$ cat src/tlem_pkg.sv
`timescale 1ns / 1ps
package tlem_pkg;

  localparam int COORD_WIDTH   = 32;
  localparam int FRAC_BITS     = 24;
  localparam int MASS_WIDTH    = 25;
  localparam int MASS_FRAC     = 24;
  localparam int POS_WIDTH     = 64;
  localparam int HALF_WIDTH    = POS_WIDTH / 2;
  localparam int LANE_WIDTH    = (COORD_WIDTH < HALF_WIDTH) ? COORD_WIDTH : HALF_WIDTH;
  localparam int NUM_LENSES    = 3;
  localparam int CFG_IDX_WIDTH = 3;

  localparam int OFF_WIDTH     = COORD_WIDTH + 1;
  localparam int MAG_WIDTH     = COORD_WIDTH;
  localparam int SQ_WIDTH      = 2 * MAG_WIDTH;
  localparam int DEN_RAW_WIDTH = SQ_WIDTH + 1;
  localparam int NUM_SHIFT     = (2 * FRAC_BITS >= MASS_FRAC) ? 2 * FRAC_BITS - MASS_FRAC : 0;
  localparam int DEN_SHIFT     = (2 * FRAC_BITS >= MASS_FRAC) ? 0 : MASS_FRAC - 2 * FRAC_BITS;
  localparam int PROD_WIDTH    = MASS_WIDTH + MAG_WIDTH;
  localparam int NUM_WIDTH     = PROD_WIDTH + NUM_SHIFT;
  localparam int DEN_WIDTH     = DEN_RAW_WIDTH + DEN_SHIFT;
  localparam int QUO_WIDTH     = COORD_WIDTH + 2;
  localparam int HEAD_WIDTH    = NUM_WIDTH - QUO_WIDTH;
  localparam int CMP_WIDTH     = (HEAD_WIDTH > DEN_WIDTH) ? HEAD_WIDTH : DEN_WIDTH;
  localparam int TERM_WIDTH    = COORD_WIDTH + 3;
  localparam int SUM_WIDTH     = COORD_WIDTH + 4;

  localparam int FRONT_STAGES  = 4;
  localparam int BACK_STAGES   = 2;
  localparam int PIPE_DEPTH    = FRONT_STAGES + QUO_WIDTH + BACK_STAGES;

  localparam logic [QUO_WIDTH-1:0] TERM_CAP = {1'b1, {(QUO_WIDTH-1){1'b0}}};
  localparam logic signed [SUM_WIDTH-1:0] SUM_MAX =
    SUM_WIDTH'($signed({1'b0, {(COORD_WIDTH-1){1'b1}}}));
  localparam logic signed [SUM_WIDTH-1:0] SUM_MIN =
    SUM_WIDTH'($signed({1'b1, {(COORD_WIDTH-1){1'b0}}}));

  typedef enum logic [CFG_IDX_WIDTH-1:0] {
    CFG_LENS_A_POS,
    CFG_LENS_B_POS,
    CFG_LENS_C_POS,
    CFG_LENS_A_MASS,
    CFG_LENS_B_MASS,
    CFG_LENS_C_MASS
  } cfg_idx_t;

  typedef logic signed [COORD_WIDTH-1:0] coord_t;
  typedef logic [MASS_WIDTH-1:0] mass_t;
  typedef logic signed [TERM_WIDTH-1:0] term_t;

  typedef struct packed {
    coord_t x;
    coord_t y;
  } point_t;

  typedef struct packed {
    coord_t x;
    coord_t y;
    mass_t  m;
  } lens_t;

  typedef struct packed {
    logic                 skip;
    logic                 neg;
    logic                 ovf;
    logic [DEN_WIDTH-1:0] den;
    logic [DEN_WIDTH-1:0] rem;
    logic [QUO_WIDTH-1:0] low;
    logic [QUO_WIDTH-1:0] quo;
  } div_t;

  function automatic div_t div_init(logic [NUM_WIDTH-1:0] num, logic [DEN_WIDTH-1:0] den,
                                    logic neg, logic skip);
    div_t d;
    logic [HEAD_WIDTH-1:0] head;
    head   = num[NUM_WIDTH-1:QUO_WIDTH];
    d.skip = skip;
    d.neg  = neg;
    d.ovf  = CMP_WIDTH'(head) >= CMP_WIDTH'(den);
    d.den  = den;
    d.rem  = DEN_WIDTH'(head);
    d.low  = num[QUO_WIDTH-1:0];
    d.quo  = '0;
    return d;
  endfunction

  function automatic term_t lens_term(div_t d);
    logic [QUO_WIDTH-1:0] mag;
    term_t t;
    mag = (d.ovf || (d.quo > TERM_CAP)) ? TERM_CAP : d.quo;
    t   = $signed(TERM_WIDTH'(mag));
    if (d.skip) begin
      t = '0;
    end else if (d.neg) begin
      t = -t;
    end
    return t;
  endfunction

  function automatic coord_t saturate(logic signed [SUM_WIDTH-1:0] v);
    coord_t r;
    if (v > SUM_MAX) begin
      r = COORD_WIDTH'(SUM_MAX);
    end else if (v < SUM_MIN) begin
      r = COORD_WIDTH'(SUM_MIN);
    end else begin
      r = COORD_WIDTH'(v);
    end
    return r;
  endfunction

endpackage

$ cat src/tlem_ifs.sv


interface tlem_cfg_if;
  logic                                 valid;
  logic                                 ready;
  logic [tlem_pkg::CFG_IDX_WIDTH-1:0]   index;
  logic [tlem_pkg::POS_WIDTH-1:0]       data;
  modport source (output valid, index, data, input ready);
  modport sink (input valid, index, data, output ready);
endinterface

$ cat src/tlem_cfg_regs.sv
`timescale 1ns / 1ps
module tlem_cfg_regs (
  input  logic            clk,
  input  logic            rst_n,
  tlem_cfg_if.sink        cfg,
  output tlem_pkg::lens_t lens_o [tlem_pkg::NUM_LENSES]
);

  logic [tlem_pkg::POS_WIDTH-1:0] pos_r  [tlem_pkg::NUM_LENSES];
  tlem_pkg::mass_t                mass_r [tlem_pkg::NUM_LENSES];

  assign cfg.ready = 1'b1;

  always_ff @(posedge clk) begin
    if (!rst_n) begin
      for (int k = 0; k < tlem_pkg::NUM_LENSES; k++) begin
        pos_r[k]  <= '0;
        mass_r[k] <= '0;
      end
    end else if (cfg.valid && cfg.ready) begin
      unique case (tlem_pkg::cfg_idx_t'(cfg.index))
        tlem_pkg::CFG_LENS_A_POS:  pos_r[0]  <= cfg.data;
        tlem_pkg::CFG_LENS_B_POS:  pos_r[1]  <= cfg.data;
        tlem_pkg::CFG_LENS_C_POS:  pos_r[2]  <= cfg.data;
        tlem_pkg::CFG_LENS_A_MASS: mass_r[0] <= cfg.data[tlem_pkg::MASS_WIDTH-1:0];
        tlem_pkg::CFG_LENS_B_MASS: mass_r[1] <= cfg.data[tlem_pkg::MASS_WIDTH-1:0];
        tlem_pkg::CFG_LENS_C_MASS: mass_r[2] <= cfg.data[tlem_pkg::MASS_WIDTH-1:0];
        default: ;
      endcase
    end
  end

  always_comb begin
    for (int k = 0; k < tlem_pkg::NUM_LENSES; k++) begin
      lens_o[k].x = tlem_pkg::COORD_WIDTH'($signed(pos_r[k][tlem_pkg::LANE_WIDTH-1:0]));
      lens_o[k].y = tlem_pkg::COORD_WIDTH'(
        $signed(pos_r[k][tlem_pkg::HALF_WIDTH +: tlem_pkg::LANE_WIDTH]));
      lens_o[k].m = mass_r[k];
    end
  end

endmodule

$ cat src/flat_wrapper.sv
// flat-port wrapper written by rule: the top's interface ports become plain ports
module tlem_cfg_regs_flat 
  (clk, rst_n, lens_o, cfg_valid, cfg_index, cfg_data, cfg_ready);
  tlem_cfg_if cfg_i ();
  input  logic clk;
  input  logic rst_n;
  output tlem_pkg::lens_t lens_o[tlem_pkg::NUM_LENSES];
  input wire logic [$bits(cfg_i.valid)-1:0] cfg_valid;
  input wire logic [$bits(cfg_i.index)-1:0] cfg_index;
  input wire logic [$bits(cfg_i.data)-1:0] cfg_data;
  output wire logic [$bits(cfg_i.ready)-1:0] cfg_ready;
  assign cfg_i.valid = cfg_valid;
  assign cfg_i.index = cfg_index;
  assign cfg_i.data = cfg_data;
  assign cfg_ready = cfg_i.ready;
  tlem_cfg_regs u_core (.clk(clk), .rst_n(rst_n), .cfg(cfg_i), .lens_o(lens_o));
endmodule
$ cat config.mk
export PLATFORM = sky130hd
export DESIGN_NAME = tlem_cfg_regs_flat
export DESIGN_NICKNAME = d
export VERILOG_FILES = /design/src/tlem_pkg.sv /design/src/tlem_ifs.sv /design/src/tlem_cfg_regs.sv /design/src/flat_wrapper.sv
export SDC_FILE = /design/constraint.sdc
export NUM_CORES = 1
export LEC_CHECK = 0
export BUFFER_PORTS_ARGS = -buffer_cell sky130_fd_sc_hd__buf_2
export CAP_MARGIN = 40
export CORE_MARGIN = 2
export CORE_UTILIZATION = 49
export DETAILED_ROUTE_END_ITERATION = 12
export PLACE_DENSITY = 0.79
export SLEW_MARGIN = 30
export SYNTH_ARGS = -nofsm -noshare
export SYNTH_HDL_FRONTEND = slang
export SYNTH_SLANG_ARGS = --single-unit
export TNS_END_PERCENT = 1
$ cat constraint.sdc
create_clock -name clk -period 6.6 [get_ports clk]
set_clock_uncertainty 0.1 [all_clocks]
set_input_delay 0.33 -clock clk [delete_from_list [all_inputs] [get_ports clk]]
set_output_delay 0.33 -clock clk [all_outputs]
set_load 0.005 [all_outputs]
==> flow_metrics.env <==
export IMPL_crit_chain="buf_2 > nand2b_4 > buf_4 > nor3_1"
export IMPL_period_needed_ns=2.100
export IMPL_placed_area_sq_mm=0.01145
export IMPL_synth_seq_area_share=0.8487
export IMPL_core_area_sq_mm=0.01883
export IMPL_syn_nets=557
export IMPL_die_w_um=142.8
export IMPL_viasPerCell=4.904
export IMPL_syn_area_sq_mm=0.009447
export IMPL_numCtsBuffers=28
export IMPL_rsz0062_at_grt="false"
export IMPL_tritoncts="yes"
export IMPL_cpMaxStageDelayCell="buf_2"
export IMPL_row_count=50
export IMPL_avgSynthCellArea_sq_um=19.40
export IMPL_io_pins=338
export IMPL_setup_slack_ns=4.500
export IMPL_wl_um=22270
export IMPL_place_congestion=0.8211
export IMPL_die_area_sq_mm=0.02040
export IMPL_status="completed"
export IMPL_hold_viol_final=0
export IMPL_hpwlAfterDp_um=14960
export IMPL_vias=5493
export IMPL_grt_pass1_wl_um=32330
export IMPL_grt_max_degree=65
export IMPL_ctsResizeCount=0
export IMPL_diodes=0
export IMPL_holdCritStartpoint="cfg_data[28]"
export IMPL_holdPathStages=3
export IMPL_globalRouteTotalUtil=0.2103
export IMPL_seqCellArea_sq_mm=0.008018
export IMPL_min_to="u_core.pos_r[0][92]"
export IMPL_path_clk_slew_ns=0.06
export IMPL_critPathMaxStageDelay_ns=0.57
export IMPL_io_buffers=336
export IMPL_max_freq_ghz=0.4763
export IMPL_setup_viol=0
export IMPL_ys_types=19
export IMPL_cts_setup_buffers=0
export IMPL_leakage_nw=5.006
export IMPL_drtPass1Iterations=4
export IMPL_ir_drop_mv=0.2362
export IMPL_drive_gt1_frac=0.5360
export IMPL_ctsHtreeMaxLevel=1
export IMPL_cts_root_buffer="clkbuf_16"
export IMPL_endpoint_kind="flop"
export IMPL_dieHeight_um=142.8
export IMPL_grt_pass1_vias=5640
export IMPL_fillers=1309
export IMPL_cts_path_max_buffers=3
export IMPL_drt_iter0_drc=309
export IMPL_wl_per_cell_um=19.88
export IMPL_relSlewSlack=0.4508
export IMPL_cts_hold_buf=0
export IMPL_cts_sinks=267
export IMPL_ys_warn_count=0
export IMPL_critPathLaunchType="input pin"
export IMPL_synth_seq_cells=267
export IMPL_drc=0
export IMPL_synth_cells=487
export IMPL_multi_input_area_sq_mm=0.001035
export IMPL_critPathMaxFanout=36
export IMPL_setup_tns_ns=0
export IMPL_antenna_found_initial=0
export IMPL_syn_to_final_growth_pct=31.10
export IMPL_fin_nets=909
export IMPL_min_path_type="in -> reg"
export IMPL_antenna_left=0
export IMPL_post_route_period_util=0.3181
export IMPL_report_final_slew_viol_count=0
export IMPL_worst_pin_slew_ns=0.8238
export IMPL_path_class="in -> reg"
export IMPL_finalInstanceArea_sq_mm=0.01238
export IMPL_cp_data_required_time_ns=6.80
export IMPL_drv_cap=0
export IMPL_overflow=0
export IMPL_initial_utilization=0.5017
export IMPL_dpl_worst_slack_ns=4.047
export IMPL_critPathArrivalTime_ns=2.30
export IMPL_powerDensity_mw_per_mm2=316.1
==> placed cells by master, fill, tap and decap left out <==
| cell type | netlist | routed |
|---|---|---|
| clkinv_4 | 0 | 1 |
| conb_1 | 1 | 1 |
| buf_12 | 0 | 2 |
| buf_4 | 2 | 7 |
| o31ai_4 | 0 | 2 |
| clkbuf_16 | 0 | 29 |
| clkinv_2 | 0 | 7 |
| nand3b_1 | 1 | 1 |
| clkbuf_1 | 2 | 4 |
| inv_8 | 0 | 1 |
| clkinvlp_4 | 0 | 1 |
| nor3_1 | 4 | 4 |
| a21bo_4 | 0 | 1 |
| buf_16 | 0 | 1 |
| nand3_1 | 25 | 25 |
| edfxtp_1 | 267 | 267 |
| o21ai_4 | 0 | 1 |
| a21oi_2 | 1 | 1 |
| buf_6 | 13 | 2 |
| nand3b_2 | 1 | 1 |
| clkinv_1 | 0 | 4 |
| inv_1 | 65 | 65 |
| nor3_2 | 60 | 60 |
| o21ai_2 | 0 | 3 |
| nand2_1 | 1 | 1 |
| bufinv_16 | 0 | 4 |
| nand2b_4 | 0 | 1 |
| a21oi_1 | 24 | 24 |
| nand2b_1 | 4 | 3 |
| buf_2 | 9 | 336 |
==> worst max path at each step <==
stage / start / endpoint / slack [ns] / cells past startpoint
final: rst_n / u_core.pos_r[0][129] / 4.50 / 4
after global routing: rst_n / u_core.pos_r[0][65] / 4.37 / 4
after CTS: rst_n / u_core.pos_r[0][65] / 4.58 / 4
after detailed placement: rst_n / u_core.pos_r[0][1] / 4.05 / 4
after global placement: cfg_valid / u_core.pos_r[0][41] / 4.11 / 4
after floorplan: cfg_valid / u_core.pos_r[0][0] / 0.61 / 3
==> Yosys cell counts <==
library cell / instances / area [sq um]
nand3_1: 25 / 125.1
inv_1: 65 / 244.0
nand3b_2: 1 / 11.26
o31ai_1: 2 / 15.01
a21oi_2: 1 / 8.760
buf_4: 2 / 15.01
buf_2: 9 / 45.04
buf_6: 13 / 146.4
nor3_1: 4 / 20.02
nand3b_1: 1 / 7.510
nand2_1: 1 / 3.750
a21oi_1: 24 / 120.1
nor3_2: 60 / 600.6
a21bo_1: 1 / 10.01
nand2b_1: 4 / 25.02
clkbuf_1: 2 / 7.510
o21ai_0: 4 / 20.02
edfxtp_1: 267 / 8018
conb_1: 1 / 3.750
==> state kept, by name, indices dropped and copies added (netlist names) <==
| signal | flops |
|---|---|
| u_core.pos_r | 192 |
| u_core.mass_r | 75 |
==> cell type report <==
class,instances,area share
inverters,65,0.01970
well taps,260,0.02627
multi-input cells,129,0.08355
clock inverters,18,0.01596
flip-flops and latches,267,0.6474
clock buffers,33,0.05981
repair buffers,348,0.1473
==> worst max-delay path, delay by kind of cell <==
family        cells  cell delay (ns)
buf+inv           2             1.03
simple gates      2             0.85
==> kinds of logic after synthesis <==
kind of cell,after synthesis,synth area share
compound gates,32,0.01841
other cells,1,0.0003970
simple gates,96,0.08397
flops,267,0.8487
buf+inv,91,0.04848
==> per-stage QoR <==
step	total power, mW	hold WS [ns]	util	std cells
global placement	2.358	0.5965	0.6035	1065
global route	4.030	0.05662	0.6577	1120
CTS	3.947	0.04321	0.6577	1120
floorplan	2.185	0.4884	-	487
finish	3.914	0.06994	0.6577	1120
detailed placement	2.372	0.5997	0.6078	1069
==> per-layer routing <==
metal	vias up	routed length [um]	GRT usage
met5	-	0	0
met4	0	567	0.06253
met3	40	2024	0.06204
met2	288	11440	0.3659
met1	2661	8232	0.2554
li1	2504	-	-
==> power breakdown <==
group          leakage (nW)  internal, mW  total [mW]  switching [mW]
registers              2.58          2.00        2.03          0.0328
logic                  1.96         0.116       0.303           0.187
clock network         0.463         0.958        1.58           0.623
total                  5.01          3.07        3.91           0.843
Power figures use the tool's default switching activity.
