### config.mk
export PLATFORM = sky130hd
export DESIGN_NAME = tlem_div_step
export DESIGN_NICKNAME = d
export VERILOG_FILES = /design/src/tlem_pkg.sv /design/src/tlem_div_step.sv
export SDC_FILE = /design/constraint.sdc
export NUM_CORES = 1
export LEC_CHECK = 0
export ABC_AREA = 1
export BUFFER_PORTS_ARGS = -buffer_cell sky130_fd_sc_hd__clkbuf_2
export CORE_MARGIN = 4
export CORE_UTILIZATION = 55
export DETAILED_ROUTE_END_ITERATION = 8
export MAX_ROUTING_LAYER = met4
export PLACE_DENSITY = 0.84
export SLEW_MARGIN = 10
export SYNTH_ARGS = -nofsm -noshare
export SYNTH_HDL_FRONTEND = slang
export SYNTH_SLANG_ARGS = --single-unit
### constraint.sdc
create_clock -name clk -period 4.35 [get_ports clk]
set_input_delay 0.435 -clock clk [delete_from_list [all_inputs] [get_ports clk]]
set_output_delay 0.435 -clock clk [all_outputs]
set_load 0.005 [all_outputs]
### src/tlem_pkg.sv
`timescale 1ns / 1ps
package tlem_pkg;

  localparam int COORD_WIDTH   = 32;
  localparam int FRAC_BITS     = 24;
  localparam int MASS_WIDTH    = 25;
  localparam int MASS_FRAC     = 24;
  localparam int POS_WIDTH     = 64;
  localparam int HALF_WIDTH    = POS_WIDTH / 2;
  localparam int LANE_WIDTH    = (COORD_WIDTH < HALF_WIDTH) ? COORD_WIDTH : HALF_WIDTH;
  localparam int NUM_LENSES    = 3;
  localparam int CFG_IDX_WIDTH = 3;

  localparam int OFF_WIDTH     = COORD_WIDTH + 1;
  localparam int MAG_WIDTH     = COORD_WIDTH;
  localparam int SQ_WIDTH      = 2 * MAG_WIDTH;
  localparam int DEN_RAW_WIDTH = SQ_WIDTH + 1;
  localparam int NUM_SHIFT     = (2 * FRAC_BITS >= MASS_FRAC) ? 2 * FRAC_BITS - MASS_FRAC : 0;
  localparam int DEN_SHIFT     = (2 * FRAC_BITS >= MASS_FRAC) ? 0 : MASS_FRAC - 2 * FRAC_BITS;
  localparam int PROD_WIDTH    = MASS_WIDTH + MAG_WIDTH;
  localparam int NUM_WIDTH     = PROD_WIDTH + NUM_SHIFT;
  localparam int DEN_WIDTH     = DEN_RAW_WIDTH + DEN_SHIFT;
  localparam int QUO_WIDTH     = COORD_WIDTH + 2;
  localparam int HEAD_WIDTH    = NUM_WIDTH - QUO_WIDTH;
  localparam int CMP_WIDTH     = (HEAD_WIDTH > DEN_WIDTH) ? HEAD_WIDTH : DEN_WIDTH;
  localparam int TERM_WIDTH    = COORD_WIDTH + 3;
  localparam int SUM_WIDTH     = COORD_WIDTH + 4;

  localparam int FRONT_STAGES  = 4;
  localparam int BACK_STAGES   = 2;
  localparam int PIPE_DEPTH    = FRONT_STAGES + QUO_WIDTH + BACK_STAGES;

  localparam logic [QUO_WIDTH-1:0] TERM_CAP = {1'b1, {(QUO_WIDTH-1){1'b0}}};
  localparam logic signed [SUM_WIDTH-1:0] SUM_MAX =
    SUM_WIDTH'($signed({1'b0, {(COORD_WIDTH-1){1'b1}}}));
  localparam logic signed [SUM_WIDTH-1:0] SUM_MIN =
    SUM_WIDTH'($signed({1'b1, {(COORD_WIDTH-1){1'b0}}}));

  typedef enum logic [CFG_IDX_WIDTH-1:0] {
    CFG_LENS_A_POS,
    CFG_LENS_B_POS,
    CFG_LENS_C_POS,
    CFG_LENS_A_MASS,
    CFG_LENS_B_MASS,
    CFG_LENS_C_MASS
  } cfg_idx_t;

  typedef logic signed [COORD_WIDTH-1:0] coord_t;
  typedef logic [MASS_WIDTH-1:0] mass_t;
  typedef logic signed [TERM_WIDTH-1:0] term_t;

  typedef struct packed {
    coord_t x;
    coord_t y;
  } point_t;

  typedef struct packed {
    coord_t x;
    coord_t y;
    mass_t  m;
  } lens_t;

  typedef struct packed {
    logic                 skip;
    logic                 neg;
    logic                 ovf;
    logic [DEN_WIDTH-1:0] den;
    logic [DEN_WIDTH-1:0] rem;
    logic [QUO_WIDTH-1:0] low;
    logic [QUO_WIDTH-1:0] quo;
  } div_t;

  function automatic div_t div_init(logic [NUM_WIDTH-1:0] num, logic [DEN_WIDTH-1:0] den,
                                    logic neg, logic skip);
    div_t d;
    logic [HEAD_WIDTH-1:0] head;
    head   = num[NUM_WIDTH-1:QUO_WIDTH];
    d.skip = skip;
    d.neg  = neg;
    d.ovf  = CMP_WIDTH'(head) >= CMP_WIDTH'(den);
    d.den  = den;
    d.rem  = DEN_WIDTH'(head);
    d.low  = num[QUO_WIDTH-1:0];
    d.quo  = '0;
    return d;
  endfunction

  function automatic term_t lens_term(div_t d);
    logic [QUO_WIDTH-1:0] mag;
    term_t t;
    mag = (d.ovf || (d.quo > TERM_CAP)) ? TERM_CAP : d.quo;
    t   = $signed(TERM_WIDTH'(mag));
    if (d.skip) begin
      t = '0;
    end else if (d.neg) begin
      t = -t;
    end
    return t;
  endfunction

  function automatic coord_t saturate(logic signed [SUM_WIDTH-1:0] v);
    coord_t r;
    if (v > SUM_MAX) begin
      r = COORD_WIDTH'(SUM_MAX);
    end else if (v < SUM_MIN) begin
      r = COORD_WIDTH'(SUM_MIN);
    end else begin
      r = COORD_WIDTH'(v);
    end
    return r;
  endfunction

endpackage

### src/tlem_div_step.sv
`timescale 1ns / 1ps
module tlem_div_step (
  input  logic           clk,
  input  logic           ld,
  input  tlem_pkg::div_t div_i,
  output tlem_pkg::div_t div_o
);

  logic [tlem_pkg::DEN_WIDTH:0] trial, diff;
  logic                         fits;
  tlem_pkg::div_t               div_r, div_nxt;

  always_comb begin
    trial   = {div_i.rem, div_i.low[tlem_pkg::QUO_WIDTH-1]};
    diff    = trial - {1'b0, div_i.den};
    fits    = trial >= {1'b0, div_i.den};
    div_nxt = div_i;
    div_nxt.low = div_i.low << 1;
    div_nxt.quo = {div_i.quo[tlem_pkg::QUO_WIDTH-2:0], fits};
    div_nxt.rem = fits ? diff[tlem_pkg::DEN_WIDTH-1:0] : trial[tlem_pkg::DEN_WIDTH-1:0];
  end

  always_ff @(posedge clk) begin
    if (ld) begin
      div_r <= div_nxt;
    end
  end

  assign div_o = div_r;

endmodule

==> flow_summary.json, run 1 <==
{
  "fin_area_um2": 16300,
  "dieArea_um2": 26800,
  "place_ws_ns": 1.02,
  "post-route-period-util_pct": 68.2,
  "die_y_um": 164,
  "syn_avg_cell_area_um2": 7.48,
  "powerDensity_nw_per_um2": 340,
  "h-tree-depth": 4,
  "cp_max_fo": 48,
  "dp_cells": 2490,
  "grt_max_degree": 110,
  "maxClockFrequency_ghz": 0.337,
  "wl_per_cell_um": 18.0,
  "track_usage_pct": 34.0,
  "cts_hold_buffers": 0,
  "p_clk_share_pct": 30.1,
  "first_pass_iters": 6,
  "maxUsedRoutingLayer": "met4",
  "post-synth-top-area-cell": "edfxtp_1",
  "critPathCaptureType": "flip-flop",
  "path_clk_slew_ns": 0.09,
  "cts_tree": "done",
  "ys_async_sr_fraction_pct": 0,
  "viasPerCell": 5.15,
  "hp-class": "primary input to flip-flop",
  "drcViolationCount": 0,
  "portBuffers": 401,
  "tns_ns": 0,
  "grt_pass1_vias": 12400,
  "io_pins": 404,
  "final_cells": 2523,
  "setup_ws_ns": 1.38,
  "crit_required_ns": 4.67,
  "drt_iter0_drc": 1222,
  "seq_power_share_pct": 43.7,
  "cp.arrival_ns": 3.29,
  "drv_slew": 0,
  "crit_path_start_kind": "primary input",
  "synth_top_area_share_pct": 45.0,
  "cts-resized-gates": 0,
  "combPwrFrac_pct": 26.2,
  "clockBufferDepth": 2,
  "grt_pass1_wl_mm": 68.1,
  "clock-sinks": 200,
  "hold_violations": 0,
  "internal_power_mw": 3.66,
  "path_class": "primary input to flip-flop",
  "finalNetCount": 2459,
  "synth.area.top_cells": "edfxtp_1, nand2_1, inv_1",
  "status": "complete, no violations",
  "dr_wl_met2_mm": 21.6,
  "synth_area_um2": 13400,
  "area_delta_synth_final_pct": 21.7,
  "numCtsBuffers": 17,
  "ys_seq_area_share_pct": 45.0,
  "finalSetupViolations": 0,
  "yosysMostFrequentCell": "nand2_1",
  "fill_cells": 2000,
  "root_buffer": "clkbuf_16",
  "wirelength_mm": 45.5,
  "overflow": 0,
  "place_area_um2": 15600,
  "p_switching_mw": 1.87,
  "utilization_pct": 68.6,
  "power_leakage_nw": 9.12,
  "drtAntennaViolNets": 0,
  "synth-edff-count": 200,
  "finalCriticalPeriod_ns": 2.97,
  "rsz0062_at_grt": "no",
  "maxCapViolations": 0,
  "gp_congestion": 0.940,
  "antenna_found_initial": 1,
  "core_um2": 23700,
  "vias": 13000,
  "place_hpwl_mm": 37.1,
  "yosys_warnings": 0,
  "synthFlopType": "edfxtp_1",
  "initial_core_util_pct": 56.4,
  "max_slew_margin_pct": 36.1,
  "synth_commonest_cells": "nand2_1, inv_1, edfxtp_1",
  "power_mw": 5.53,
  "largest_reg_flops": 200,
  "synth_nets": 2056,
  "ys_types": 35,
  "die_x_um": 164,
  "postCtsSetupRepairBufs": 0,
  "switching_share_pct": 33.8,
  "layout-drive-gt1-share_pct": 23.2,
  "drt-met1-wl_mm": 18.1,
  "tightest_slew_ns": 0.959,
  "wl_met3_mm": 4.31,
  "holdWs_ns": 0.153,
  "floorplan.rows": 56,
  "peakVddDrop_mv": 0.258,
  "ys_ff_latch": 200,
  "syn_inst": 1787
}
==> path summary, 6_finish.rpt <==
check	to	startpoint	cells after the start	slack [ns]
worst min-delay path	div_o[56]$_DFFE_PP_	div_i[55]	1	0.15
worst max-delay path	div_o[88]$_DFFE_PP_	div_i[166]	16	1.38
==> layout make-up <==
cell class	instances	area, um^2	area share (%)
multi-input combinational	1169	5680	34.9
sequential	200	6010	36.9
clock buffer	17	425	2.62
antenna	1	2.50	0.0154
timing repair buffer	406	2070	12.7
clock inverter	15	193	1.19
inverter	396	1490	9.14
tap	319	399	2.45
==> critical path, stage by stage <==
cell and delay (ns):
clkbuf_2 0.10, inv_1 0.05, ha_1 0.34, nand2_1 0.13
nor2_1 0.26, nand2_1 0.23, clkinv_1 0.08, nand2_1 0.05
nand2_1 0.13, inv_2 0.05, nand2_1 0.14, nand2_2 0.10
nand2_4 0.55, buf_4 0.46, nand2_2 0.09, nand2_1 0.08
==> metal layers <==
metal | vias up | track usage [%]
met5 | - | -
met4 | 0 | 12.2
met3 | 81 | 5.65
met2 | 686 | 55.4
met1 | 5881 | 43.2
li1 | 6341 | -
==> layout by cell type, fill, tap and decap left out, drive strengths merged <==
cell and n:
nand2 708, clkbuf 418, inv 400, edfxtp 200, nand3 150, nor2 111
ha 65, a21oi 48, xor2 30, nand3b 14, nor3 14, clkinv 11
nand4 9, o21ai 5, buf 5, and3 4, nor4 4, diode 1
a21o 1, o21bai 1, and2 1, o21a 1, or2 1, fa 1
conb 1
==> kinds of logic after synthesis <==
logic type / after synthesis / synth area share (%)
and+or+nand+nor: 1016 / 32.1
buffers and inverters: 418 / 12.6
DFF: 200 / 45.0
adders and majority gates: 66 / 6.24
AOI/OAI and AO/OA: 56 / 2.18
xor gates and xnor gates: 30 / 1.97
other: 1 / 0.0281
==> power groups by stage <==
stage               Sequential (mW)  Combinational, mW  Clock (mW)
finish                         2.42               1.45        1.66
floorplan                      2.48              0.771           0
global placement               2.45               1.39           0
detailed placement             2.46               1.42           0
CTS                            2.42               1.43        1.67
global route                   2.44               1.59        1.77
No activity file was read; power rests on OpenSTA's default activity.
==> run 2, diff against run 1 <==
Settings changed: ABC_AREA 1 to 0, CORE_UTILIZATION 55 to 50, PLACE_DENSITY 0.84 to 0.8.
Clock period 4.35 ns to 3.1 ns, I/O delays scaled along.
==> run 2 against run 1 <==
Clock power grew 40%. Synthesized cell count decreased by 44%. Sequential power grew 40%. Sequential share of layout area increased by 3.4 points. First-iteration DRC count is 45% lower. Cell count is 28% lower. Critical path depth is 1 lower. Largest cell class unchanged. Highest routed layer unchanged.
==> flow_summary.json, run 2 <==
{
  "numCtsBuffers": 17,
  "powerDensity_nw_per_um2": 513,
  "clock-sinks": 200,
  "area_delta_synth_final_pct": 36.7,
  "floorplan.rows": 53,
  "cp.arrival_ns": 3.21,
  "drtAntennaViolNets": 0,
  "post-route-period-util_pct": 97.5,
  "crit_required_ns": 3.29,
  "power_mw": 7.64,
  "viasPerCell": 5.38,
  "path_clk_slew_ns": 0.08,
  "io_pins": 404,
  "die_x_um": 156,
  "tns_ns": 0,
  "initial_core_util_pct": 51.3,
  "layout_common_cells": "clkbuf_2, edfxtp_1, buf_4",
  "largest_reg_flops": 200,
  "synth_commonest_cells": "edfxtp_1, nand2_1, inv_1, o21ai_0, a21oi_1",
  "drcViolationCount": 0,
  "critPathCaptureType": "flip-flop",
  "portBuffers": 401,
  "wl_per_cell_um": 18.9,
  "ys_async_sr_fraction_pct": 0,
  "vias": 9735,
  "hold_violations": 0,
  "tightest_slew_ns": 0.696,
  "syn_inst": 999,
  "setup_ws_ns": 0.0778,
  "ys_ff_latch": 200,
  "track_usage_pct": 28.0,
  "hp-class": "primary input to flip-flop",
  "synthAdderAreaFrac_pct": 7.65,
  "synth_top_family_by_area": "compound AO/OA/AOI/OAI gates",
  "crit_path_start_kind": "primary input",
  "synth_top_area_share_pct": 55.1,
  "place_hpwl_mm": 27.2,
  "final_cells": 1811,
  "holdWs_ns": 0.0358,
  "yosys.area_share.simple_pct": 11.1,
  "finalNetCount": 1787,
  "ys_seq_area_share_pct": 55.1,
  "clockBufferDepth": 2,
  "gp_congestion": 0.960,
  "synth.area.top_cells": "edfxtp_1, ha_1, o21ai_0",
  "fill_cells": 1601,
  "synth_area_um2": 10900,
  "cts_tree": "done",
  "max_slew_margin_pct": 53.6,
  "dp_cells": 1767,
  "layout-drive-gt1-share_pct": 38.7,
  "place_ws_ns": -0.447,
  "grt_pass1_wl_mm": 51.6,
  "wirelength_mm": 34.3,
  "synth_xor_area_share_pct": 4.50,
  "maxClockFrequency_ghz": 0.331,
  "grt_pass1_vias": 9795,
  "overflow": 0,
  "drt_iter0_drc": 675,
  "synth.mux.area_fraction_pct": 0.390,
  "power_leakage_nw": 6.85,
  "synth_compound_area_share_pct": 16.2,
  "cp_max_fo": 20,
  "drv_slew": 0,
  "cts_hold_buffers": 0,
  "core_um2": 21200,
  "path_class": "primary input to flip-flop",
  "post-synth-top-area-cell": "edfxtp_1",
  "h-tree-depth": 4,
  "finalCriticalPeriod_ns": 3.02,
  "final_common_cell": "clkbuf_2",
  "antenna_found_initial": 5,
  "syn_avg_cell_area_um2": 10.9,
  "status": "complete, no violations",
  "ys_types": 64,
  "finalSetupViolations": 0,
  "synth-edff-count": 200,
  "synth_nets": 1268,
  "maxCapViolations": 0,
  "synthFlopType": "edfxtp_1",
  "first_pass_iters": 5,
  "yosys_warnings": 0,
  "grt_max_degree": 77,
  "die_y_um": 156,
  "dieArea_um2": 24200,
  "yosysMostFrequentCell": "edfxtp_1",
  "peakVddDrop_mv": 0.392,
  "root_buffer": "clkbuf_16"
}
==> run 2: where the power goes <==
group / internal, mW / switching [mW] / leakage [nW] / total (mW)
clock: 1.11 / 1.21 / 0.297 / 2.32
combinational: 0.892 / 1.03 / 4.60 / 1.92
sequential: 3.32 / 0.0799 / 1.96 / 3.40
==> run 2: cell type report <==
class	count	area [um^2]	share of cell area (%)
multi-input combinational	670	4400	29.5
sequential	200	6010	40.3
timing repair buffer	539	3170	21.3
tap	275	344	2.31
clock inverter	15	191	1.28
antenna	5	12.5	0.0840
inverter	90	350	2.35
clock buffer	17	425	2.86
==> run 2: worst paths after layout <==
path | from | to | slack (ns) | cells after the start
worst max-delay path | div_i[67] | div_o[69]$_DFFE_PP_ | 0.08 | 15
worst min-delay path | div_i[40] | div_o[41]$_DFFE_PP_ | 0.04 | 1
==> run 2: worst max-delay path, stage by stage <==
cell	delay, ns
buf_2	0.15
inv_12	0.06
ha_4	0.12
inv_2	0.04
fa_2	0.37
a211oi_2	0.27
o211ai_1	0.17
a311oi_2	0.36
nor3_2	0.13
o2111ai_2	0.23
nand2_2	0.10
a211oi_4	0.29
buf_12	0.16
buf_12	0.15
mux2_4	0.31
==> run 2: repair_timing <==
action                     CTS  global route
pin swaps                    1            10
setup endpoints to repair    3            56
cloned                       0             1
buffers inserted             0             6
gates resized for setup      1            10
==> run 2: stage by stage <==
step / util, % / area [um^2]
floorplan: - / 10900
global placement: 66.7 / 14100
detailed placement: 66.7 / 14100
CTS: 69.6 / 14800
global route: 70.2 / 14900
finish: 70.2 / 14900
==> run 2: per-layer routing <==
metal	share of wire, %	routed length, um	track usage (%)	vias to the layer above
met5	0	0	-	-
met4	2.4	830	8.21	0
met3	7.9	2720	6.52	53
met2	51	17600	48.5	384
met1	38	13200	32.6	4567
li1	-	-	-	4731
==> run 2: cells by family after synthesis <==
family,count (synthesis)
simple gates,257
fa+ha+maj,66
buf+inv,129
flops,200
mux,4
xor+xnor,56
other cells,1
compound gates,286
