$ cat config.mk
export PLATFORM = sky130hd
export DESIGN_NAME = tlem_combine
export DESIGN_NICKNAME = d
export VERILOG_FILES = /design/src/tlem_pkg.sv /design/src/tlem_combine.sv
export SDC_FILE = /design/constraint.sdc
export NUM_CORES = 1
export LEC_CHECK = 0
export BUFFER_PORTS_ARGS = -buffer_cell sky130_fd_sc_hd__buf_2
export CORE_AREA = 2 2 519 521
export DETAILED_ROUTE_END_ITERATION = 7
export DIE_AREA = 0 0 521 523
export GPL_TIMING_DRIVEN = 0
export PLACE_DENSITY_LB_ADDON = 0.3
export SETUP_SLACK_MARGIN = 0.2
export SLEW_MARGIN = 20
export SYNTH_ARGS = -nofsm -noshare
export SYNTH_HDL_FRONTEND = slang
export SYNTH_SLANG_ARGS = --single-unit
export TNS_END_PERCENT = 5
$ cat constraint.sdc
create_clock -name clk -period 4.3 [get_ports clk]
set_input_delay 0.86 -clock clk [delete_from_list [all_inputs] [get_ports clk]]
set_output_delay 0.86 -clock clk [all_outputs]
set_load 0.02 [all_outputs]
$ cat src/tlem_pkg.sv
`timescale 1ns / 1ps
package tlem_pkg;

  localparam int COORD_WIDTH   = 32;
  localparam int FRAC_BITS     = 24;
  localparam int MASS_WIDTH    = 25;
  localparam int MASS_FRAC     = 24;
  localparam int POS_WIDTH     = 64;
  localparam int HALF_WIDTH    = POS_WIDTH / 2;
  localparam int LANE_WIDTH    = (COORD_WIDTH < HALF_WIDTH) ? COORD_WIDTH : HALF_WIDTH;
  localparam int NUM_LENSES    = 3;
  localparam int CFG_IDX_WIDTH = 3;

  localparam int OFF_WIDTH     = COORD_WIDTH + 1;
  localparam int MAG_WIDTH     = COORD_WIDTH;
  localparam int SQ_WIDTH      = 2 * MAG_WIDTH;
  localparam int DEN_RAW_WIDTH = SQ_WIDTH + 1;
  localparam int NUM_SHIFT     = (2 * FRAC_BITS >= MASS_FRAC) ? 2 * FRAC_BITS - MASS_FRAC : 0;
  localparam int DEN_SHIFT     = (2 * FRAC_BITS >= MASS_FRAC) ? 0 : MASS_FRAC - 2 * FRAC_BITS;
  localparam int PROD_WIDTH    = MASS_WIDTH + MAG_WIDTH;
  localparam int NUM_WIDTH     = PROD_WIDTH + NUM_SHIFT;
  localparam int DEN_WIDTH     = DEN_RAW_WIDTH + DEN_SHIFT;
  localparam int QUO_WIDTH     = COORD_WIDTH + 2;
  localparam int HEAD_WIDTH    = NUM_WIDTH - QUO_WIDTH;
  localparam int CMP_WIDTH     = (HEAD_WIDTH > DEN_WIDTH) ? HEAD_WIDTH : DEN_WIDTH;
  localparam int TERM_WIDTH    = COORD_WIDTH + 3;
  localparam int SUM_WIDTH     = COORD_WIDTH + 4;

  localparam int FRONT_STAGES  = 4;
  localparam int BACK_STAGES   = 2;
  localparam int PIPE_DEPTH    = FRONT_STAGES + QUO_WIDTH + BACK_STAGES;

  localparam logic [QUO_WIDTH-1:0] TERM_CAP = {1'b1, {(QUO_WIDTH-1){1'b0}}};
  localparam logic signed [SUM_WIDTH-1:0] SUM_MAX =
    SUM_WIDTH'($signed({1'b0, {(COORD_WIDTH-1){1'b1}}}));
  localparam logic signed [SUM_WIDTH-1:0] SUM_MIN =
    SUM_WIDTH'($signed({1'b1, {(COORD_WIDTH-1){1'b0}}}));

  typedef enum logic [CFG_IDX_WIDTH-1:0] {
    CFG_LENS_A_POS,
    CFG_LENS_B_POS,
    CFG_LENS_C_POS,
    CFG_LENS_A_MASS,
    CFG_LENS_B_MASS,
    CFG_LENS_C_MASS
  } cfg_idx_t;

  typedef logic signed [COORD_WIDTH-1:0] coord_t;
  typedef logic [MASS_WIDTH-1:0] mass_t;
  typedef logic signed [TERM_WIDTH-1:0] term_t;

  typedef struct packed {
    coord_t x;
    coord_t y;
  } point_t;

  typedef struct packed {
    coord_t x;
    coord_t y;
    mass_t  m;
  } lens_t;

  typedef struct packed {
    logic                 skip;
    logic                 neg;
    logic                 ovf;
    logic [DEN_WIDTH-1:0] den;
    logic [DEN_WIDTH-1:0] rem;
    logic [QUO_WIDTH-1:0] low;
    logic [QUO_WIDTH-1:0] quo;
  } div_t;

  function automatic div_t div_init(logic [NUM_WIDTH-1:0] num, logic [DEN_WIDTH-1:0] den,
                                    logic neg, logic skip);
    div_t d;
    logic [HEAD_WIDTH-1:0] head;
    head   = num[NUM_WIDTH-1:QUO_WIDTH];
    d.skip = skip;
    d.neg  = neg;
    d.ovf  = CMP_WIDTH'(head) >= CMP_WIDTH'(den);
    d.den  = den;
    d.rem  = DEN_WIDTH'(head);
    d.low  = num[QUO_WIDTH-1:0];
    d.quo  = '0;
    return d;
  endfunction

  function automatic term_t lens_term(div_t d);
    logic [QUO_WIDTH-1:0] mag;
    term_t t;
    mag = (d.ovf || (d.quo > TERM_CAP)) ? TERM_CAP : d.quo;
    t   = $signed(TERM_WIDTH'(mag));
    if (d.skip) begin
      t = '0;
    end else if (d.neg) begin
      t = -t;
    end
    return t;
  endfunction

  function automatic coord_t saturate(logic signed [SUM_WIDTH-1:0] v);
    coord_t r;
    if (v > SUM_MAX) begin
      r = COORD_WIDTH'(SUM_MAX);
    end else if (v < SUM_MIN) begin
      r = COORD_WIDTH'(SUM_MIN);
    end else begin
      r = COORD_WIDTH'(v);
    end
    return r;
  endfunction

endpackage

$ cat src/tlem_combine.sv
`timescale 1ns / 1ps
module tlem_combine (
  input  logic                                 clk,
  input  logic [tlem_pkg::BACK_STAGES-1:0]     ld,
  input  tlem_pkg::point_t                     img,
  input  tlem_pkg::div_t                       qx [tlem_pkg::NUM_LENSES],
  input  tlem_pkg::div_t                       qy [tlem_pkg::NUM_LENSES],
  output tlem_pkg::coord_t                     source_x,
  output tlem_pkg::coord_t                     source_y,
  output logic                                 singular
);

  tlem_pkg::term_t                       tx_r [tlem_pkg::NUM_LENSES];
  tlem_pkg::term_t                       ty_r [tlem_pkg::NUM_LENSES];
  tlem_pkg::point_t                      img_r;
  logic                                  sing_r, sing_out_r;
  logic signed [tlem_pkg::SUM_WIDTH-1:0] sumx, sumy;
  tlem_pkg::coord_t                      srcx_r, srcy_r;

  always_ff @(posedge clk) begin
    if (ld[0]) begin
      for (int k = 0; k < tlem_pkg::NUM_LENSES; k++) begin
        tx_r[k] <= tlem_pkg::lens_term(qx[k]);
        ty_r[k] <= tlem_pkg::lens_term(qy[k]);
      end
      img_r  <= img;
      sing_r <= qx[0].skip || qx[1].skip || qx[2].skip;
    end
  end

  always_comb begin
    sumx = tlem_pkg::SUM_WIDTH'(img_r.x);
    sumy = tlem_pkg::SUM_WIDTH'(img_r.y);
    for (int k = 0; k < tlem_pkg::NUM_LENSES; k++) begin
      sumx = sumx - tlem_pkg::SUM_WIDTH'(tx_r[k]);
      sumy = sumy - tlem_pkg::SUM_WIDTH'(ty_r[k]);
    end
  end

  always_ff @(posedge clk) begin
    if (ld[1]) begin
      srcx_r     <= tlem_pkg::saturate(sumx);
      srcy_r     <= tlem_pkg::saturate(sumy);
      sing_out_r <= sing_r;
    end
  end

  assign source_x = srcx_r;
  assign source_y = srcy_r;
  assign singular = sing_out_r;

endmodule

==> metrics.md, run 1 <==
| Metric | Value |
|---|---|
| Leakage | `0.0139 uW` |
| Cts bufs inserted | `45` |
| Compound-Gate Fraction of Synth Area | `14.7%` |
| Hold endpoint | `img_r[23]` |
| Drt drc | `0` |
| Worst-Margin Slew | `0.880 ns` |
| CP endpoint kind | `flip-flop` |
| Worst R2R Path Depth | `16` |
| Worst-skew pair later-pin latency | `0.64 ns` |
| Vias in the first global route | `21700` |
| Hold path startpoint | `img[23]` |
| Root buffer cell | `clkbuf_16` |
| Final nets | `4668` |
| Max IR drop VDD | `446 uV` |
| DP Area | `31900 sq um` |
| Mapped Cells | `2727` |
| Synth Area in Adders | `14.9%` |
| Clk sinks | `340` |
| Max Clk Rate | `218 MHz` |
| Max-cap viol count | `0` |
| Total wire length | `121000 um` |
| Final Max Tran Viols | `0` |
| Yosys reg bits | `340` |
| Crit path launch type | `flip-flop` |
| DIE HEIGHT | `523 um` |
| Final Hold Fails | `0` |
| Status | `complete, but fails checks` |
| Post-synthesis mux area share | `0.590%` |
| CTS max path bufs | `3` |
| Port bufs | `353` |
| Core area | `267000 sq um` |
| H-tree Lvls | `2` |
| Post-synth ARST share | `0%` |
| Commonest non-fill, non-tap cell in the layout | `inv_1` |
| Ports | `1338` |
| Net Count, Synth | `4218` |
| Tcrit/Tclk final | `107%` |
| Largest family of logic cells by synthesized area | `adder cells` |
| EDFF count, synth | `340` |
| Die width | `521 um` |
| Antenna violations before repair | `61` |
| Final Setup Violations | `62` |
| Setup Skew | `0.0420 ns` |
| Data arrival, critical path | `4.92 ns` |
| Area leader, netlist | `edfxtp_1` |
| Avg Vias per Cell | `3.21` |
| CTS Hold Bufs | `0` |
| Post-DP HPWL | `102000 um` |
| Setup Crit Path Kind | `reg2reg` |
| Routed WL per cell | `17.9 um` |
| Critical R2R Launch | `ty_r[0][35]` |
| Initial Utilization | `9.52%` |
| Share of cells above drive strength 1 | `24.4%` |
| Worst slack, placed | `-1.91 ns` |
| R2r setup slk | `-0.29 ns` |
| Routability cong. | `0.881` |
| Most used DFF post-synth | `edfxtp_1` |
| Power Density | `622 nW/um^2` |
| Worst Hold Class | `in2reg` |
| Row count | `190` |
| Grt ovf | `0` |
| Slew HR | `40.6%` |
| Worst EP required | `4.63 ns` |
| Non-filler cells, final | `6775` |
| Violated checks | `negative setup slack` |
| Peak fanout along the critical path | `6` |
| Dpl cells | `6636` |
| Pin count of the biggest net entering global routing | `94` |
| TritonCTS clock tree | `built` |
| Most frequent cells in the layout | `inv_1 (516), buf_2 (357), edfxtp_1 (340)` |
| DR vias | `21700` |
| Syn_area_per_cell | `9.32 sq um` |
| Pre-Repair DR Iteration Count | `5` |
| Full die area | `272000 sq um` |
| Simple logic cell fraction of the synthesized area | `14.1%` |
| Area Growth Syn to Fin | `40.2%` |
| Min Tclk post-route | `4.59 ns` |
| Drt first-iter violations | `1629` |
| Synth Cell Area | `25400 sq um` |
| Sequential-to-total area share from yosys stat | `40.2%` |
| Yosys top cell area share | `40.2%` |
| Synth top area cells | `edfxtp_1 (40%), fa_1 (11%), inv_1 (8.0%), nor2_1 (4.1%), ha_1 (3.8%)` |
| Post-route ant nets | `0` |
| Netlist cell types | `81` |
| Global-route wire length before repair | `167000 um` |
| Worst r2r dst | `source_y[22]` |
| Fin util | `13.4%` |
| Hold Path Stages | `1` |
| Post-Synth XOR/XNOR Area | `6.17%` |
| RSZ-0062 raised after global routing | `true` |
| CTS clk-pin slew, worst paths | `0.08 ns` |
| Post-Layout Inst Area | `35700 sq um` |
| Final WS setup | `-0.287 ns` |
| GRT Total Usage | `8.62%` |
| YS warnings | `0` |
==> registers in the layout, indices dropped and copies added, names as in the netlist <==
register / cells
tx_r: 105
singular: 1
ty_r: 105
img_r: 64
source_x: 32
sing_r: 1
source_y: 32
==> synth_stat cells, types with 38 or more instances <==
cell / n
xor2_1: 101
o21ai_0: 182
fa_1: 140
inv_1: 539
nor3_1: 52
a21oi_1: 126
nand3_1: 49
ha_1: 78
xnor2_1: 78
nand2_1: 192
edfxtp_1: 340
o31ai_1: 38
clkbuf_1: 85
nor2_1: 275
==> logic make-up after synthesis <==
| kind of cell | Yosys count |
|---|---|
| xor+xnor | 179 |
| mux | 15 |
| simple gates | 759 |
| flops | 340 |
| fa+ha+maj | 218 |
| compound gates | 582 |
| buf+inv | 634 |
==> power breakdown <==
part / switching, uW / internal (uW) / total (uW)
clock: 1670 / 2220 / 3890
combinational: 7990 / 5270 / 13300
sequential: 421 / 4620 / 5040
total: 10100 / 12100 / 22200
==> routing by layer <==
layer  GRT usage (%)  vias to the layer above  routed length, um
li1                -                    10100                  -
met1            11.6                    10700              55200
met2            14.1                      673              57000
met3            1.22                      177               5530
met4            2.83                       20               3680
met5               0                        -                127
==> layout make-up <==
class | instances | area [sq um]
Clock buffer | 49 | 1160
Sequential cell | 340 | 10200
Buffer | 94 | 727
Timing Repair Buffer | 403 | 2310
Tap cell | 3552 | 4440
Inverter | 540 | 2030
Multi-Input combinational cell | 1753 | 14400
Fill cell | 30400 | 231000
Clock inverter | 32 | 315
Antenna cell | 12 | 30.0
==> worst max-delay path, stage by stage (launching register included) <==
cell and delay (ns):
edfxtp_1 0.54, ha_4 0.31, fa_1 0.47, fa_2 0.37
fa_2 0.37, nor2b_2 0.16, o21bai_2 0.12, a31oi_4 0.21
o21ai_4 0.12, o22ai_4 0.21, a21oi_4 0.10, o41ai_4 0.30
xor2_2 0.17, o41ai_4 0.39, buf_6 0.19, clkbuf_16 0.17
o21ai_4 0.10
==> worst max-delay path by stage <==
stage / start / endpoint / depth (start not counted)
after floorplan: qy[206] / ty_r[0][63] / 19
after global placement: ld[0] / img_r[14] / 1
after detailed placement: tx_r[0][14] / source_x[25] / 18
after CTS: ty_r[0][44] / source_y[22] / 19
after global routing: ty_r[0][41] / source_y[22] / 18
final: ty_r[0][35] / source_y[22] / 16
==> per-stage QoR <==
stage	total power, uW	TNS, ns	hold WS [ns]
after floorplan	10200	-0.386	0.400
after global placement	14400	-747.76	0.406
after detailed placement	14400	-149.78	0.406
after CTS	22100	-18.18	0.316
after global routing	23500	-25.82	0.347
final	22200	-13.66	0.395
==> what timing repair did <==
action,CTS,global route
pin swaps,90,30
gates cloned,7,0
setup endpoints to repair,124,122
buffers inserted,35,4
resized for setup,351,128
endpoints found under the hold margin,0,0
Power figures use the tool's default switching activity.
==> inputs of run 2 (changes only) <==
CORE_AREA = 2 2 520 522   (was 2 2 519 521)
DIE_AREA = 0 0 522 524   (was 0 0 521 523)
==> run 2 against run 1 <==
The flow still finishes with violations (negative setup slack); critical endpoint is now source_y[30]; largest power group unchanged; core utilization hardly changed; clock-buffer cell count is 5 lower; register-to-register slack worse by 0.07 ns; largest cell class unchanged.
==> metrics.md, run 2 (synthesis results as in run 1) <==
| Metric | Value |
|---|---|
| Status | `complete, but fails checks` |
| Violated checks | `negative setup slack` |
| Final Hold Fails | `0 (unchanged)` |
| RSZ-0062 raised after global routing | `true` |
| Clock Power Share | `16.2% (-1.3 points)` |
| Die width | `522 um (+0.19%)` |
| Data arrival, critical path | `5.00 ns (+0.08 ns)` |
| Fin util | `13.3% (-0.015 points)` |
| Met2 WL | `56600 um (-0.66%)` |
| GRT Total Usage | `8.51% (-0.10 points)` |
| Vias in the first global route | `21200 (-2.1%)` |
| DR vias | `21700 (-0.14%)` |
| Worst EP required | `4.65 ns (+0.02 ns)` |
| Worst Hold Class | `in2reg` |
| Total wire length | `121000 um (-0.34%)` |
| Crit path launch type | `flip-flop` |
| Fillcell total | `30500 (+0.46%)` |
| Most frequent cells in the layout | `inv_1 (517), buf_2 (354), edfxtp_1 (340)` |
| Clk sinks | `340 (unchanged)` |
| Max-cap viol count | `0 (unchanged)` |
| DIE HEIGHT | `524 um (+0.19%)` |
| Routability cong. | `0.859 (-2.5%)` |
| Leakage | `0.0139 uW (about the same)` |
| Final Setup Violations | `62 (unchanged)` |
| Global-route wire length before repair | `165000 um (-0.95%)` |
| CTS max path bufs | `3 (unchanged)` |
| Routed WL per cell | `17.9 um (-0.22%)` |
| Logic pwr share | `61.5% (+1.7 points)` |
| Drt first-iter violations | `1611 (-1.1%)` |
| Pin count of the biggest net entering global routing | `97 (+3.2%)` |
| Wire length on met3 | `5320 um (-3.7%)` |
| Highest metal layer with signal wires | `met5` |
| Post-Layout Inst Area | `35700 sq um (about the same)` |
| Core area | `267000 sq um (+0.18%)` |
| Internal | `12200 uW (+0.66%)` |
| Setup Skew | `0.0300 ns (-0.0121 ns)` |
| Final WS setup | `-0.354 ns (-0.0670 ns)` |
| Pre-Repair DR Iteration Count | `6 (+1)` |
| Area Growth Syn to Fin | `40.3% (about the same)` |
| DRT met1 WL | `55000 um (-0.40%)` |
| Final nets | `4662 (-0.13%)` |
| Initial Utilization | `9.51% (-0.017 points)` |
| Antenna violations before repair | `62 (+1.6%)` |
| Max IR drop VDD | `517 uV (+16%)` |
| Sequential share of power | `22.3% (-0.4 points)` |
| CTS clk-pin slew, worst paths | `0.06 ns (-0.02 ns)` |
| Min Tclk post-route | `4.65 ns (+0.0670 ns)` |
| Share of cells above drive strength 1 | `24.5% (+0.037 points)` |
| Cts bufs inserted | `41 (-8.9%)` |
| Post-route ant nets | `0 (unchanged)` |
| Post-DP HPWL | `103000 um (+1.3%)` |
| Full die area | `274000 sq um (+0.38%)` |
| Peak fanout along the critical path | `6 (unchanged)` |
| Switching Fraction | `45.4% (about the same)` |
| Avg Vias per Cell | `3.20 (about the same)` |
| Slew HR | `47.3% (+6.7 points)` |
| CTS Hold Bufs | `0 (unchanged)` |
| Max Clk Rate | `215 MHz (-1.4%)` |
| Drt drc | `0 (unchanged)` |
| DP Area | `31900 sq um (about the same)` |
| Root buffer cell | `clkbuf_16` |
| H-tree Lvls | `2 (unchanged)` |
| Largest registers | `tx_r x105, ty_r x105, img_r x64` |
| Port bufs | `353 (unchanged)` |
| Psw | `10100 uW (+0.62%)` |
| Tcrit/Tclk final | `108% (+1.6 points)` |
| Commonest non-fill, non-tap cell in the layout | `inv_1` |
| Final Max Tran Viols | `0 (unchanged)` |
| TritonCTS clock tree | `built` |
| Worst-skew pair later-pin latency | `0.63 ns (about the same)` |
| Worst-Margin Slew | `0.781 ns (-0.0988 ns)` |
| Ports | `1338 (unchanged)` |
| Grt ovf | `0 (unchanged)` |
| Power Density | `626 nW/um^2 (+0.58%)` |
| Setup Crit Path Kind | `reg2reg` |
| CP endpoint kind | `flip-flop` |
| Row count | `190 (unchanged)` |
## run 2: cell types whose count changed in the layout (fill, tap and decap cells not counted), sizes merged
cell      previous run  this run
clkinvlp             4         0
buf                422       410
bufinv               4         3
clkbuf             124       129
inv                544       550
diode               12        13
clkinv              20        17
## run 2: power groups by stage
stage	Combinational, uW	Sequential (uW)	Clock (uW)
finish	13700	4970	3610
CTS	13500	5000	3770
detailed placement	9220	5060	0
global route	14800	5020	3870
floorplan	4990	5220	0
global placement	9250	5100	0
## run 2: per-stage QoR
step                setup slack (ns)  setup TNS, ns  total power, uW  instances  hold slack (ns)
floorplan                    -0.0253         -0.386            10200       2727            0.400
global placement               -2.31        -737.65            14400       6632            0.401
detailed placement             -1.61        -145.71            14300       6636            0.406
CTS                           -0.396         -14.64            22300       6746            0.325
global route                  -0.508         -25.65            23700       6758            0.358
finish                        -0.354         -14.33            22300       6767            0.410
## run 2: what timing repair did
item	4_1_cts	5_1_grt
gates cloned	8	0
setup endpoints to repair	124	125
resized for setup	393	102
setup buffers	28	8
pin swaps	87	44
## run 2: path summary, 6_finish.rpt
kind | start | to | slack [ns] | depth (start not counted)
setup / recovery | ty_r[0][46] | source_y[30] | -0.35 | 20
hold / removal | img[29] | img_r[29] | 0.41 | 1
setup reg to reg | ty_r[0][46] | source_y[30] | -0.35 | 20
hold reg to reg | sing_r | singular | 0.42 | 0
## run 2: per-layer routing
metal | vias up | track usage (%)
li1 | 10200 | -
met1 | 10700 | 11.4
met2 | 635 | 14.1
met3 | 158 | 1.23
met4 | 24 | 2.44
met5 | - | 0
## run 2: area by class of cell
type / count / area, sq um / share of cell area, %
sequential: 340 / 10200 / 28.6
clock buffer: 44 / 1040 / 2.91
buffer: 94 / 771 / 2.16
timing repair buffer: 401 / 2360 / 6.61
inverter: 540 / 2030 / 5.68
antenna: 13 / 32.5 / 0.0912
clock inverter: 30 / 324 / 0.908
tap: 3552 / 4440 / 12.5
multi-input combinational: 1753 / 14500 / 40.6
## run 2: critical path: stages (launching register included)
cell and delay (ns):
edfxtp_1 0.48, inv_2 0.06, fa_1 0.54, inv_2 0.05
fa_1 0.49, inv_2 0.05, ha_4 0.20, clkbuf_8 0.14
nand4_1 0.08, o22ai_2 0.09, or3_4 0.34, o21ai_4 0.22
nand2b_4 0.10, a21boi_4 0.26, o31ai_4 0.11, xor2_1 0.16
buf_4 0.16, o41ai_4 0.36, buf_6 0.20, clkbuf_16 0.18
o21ai_4 0.09
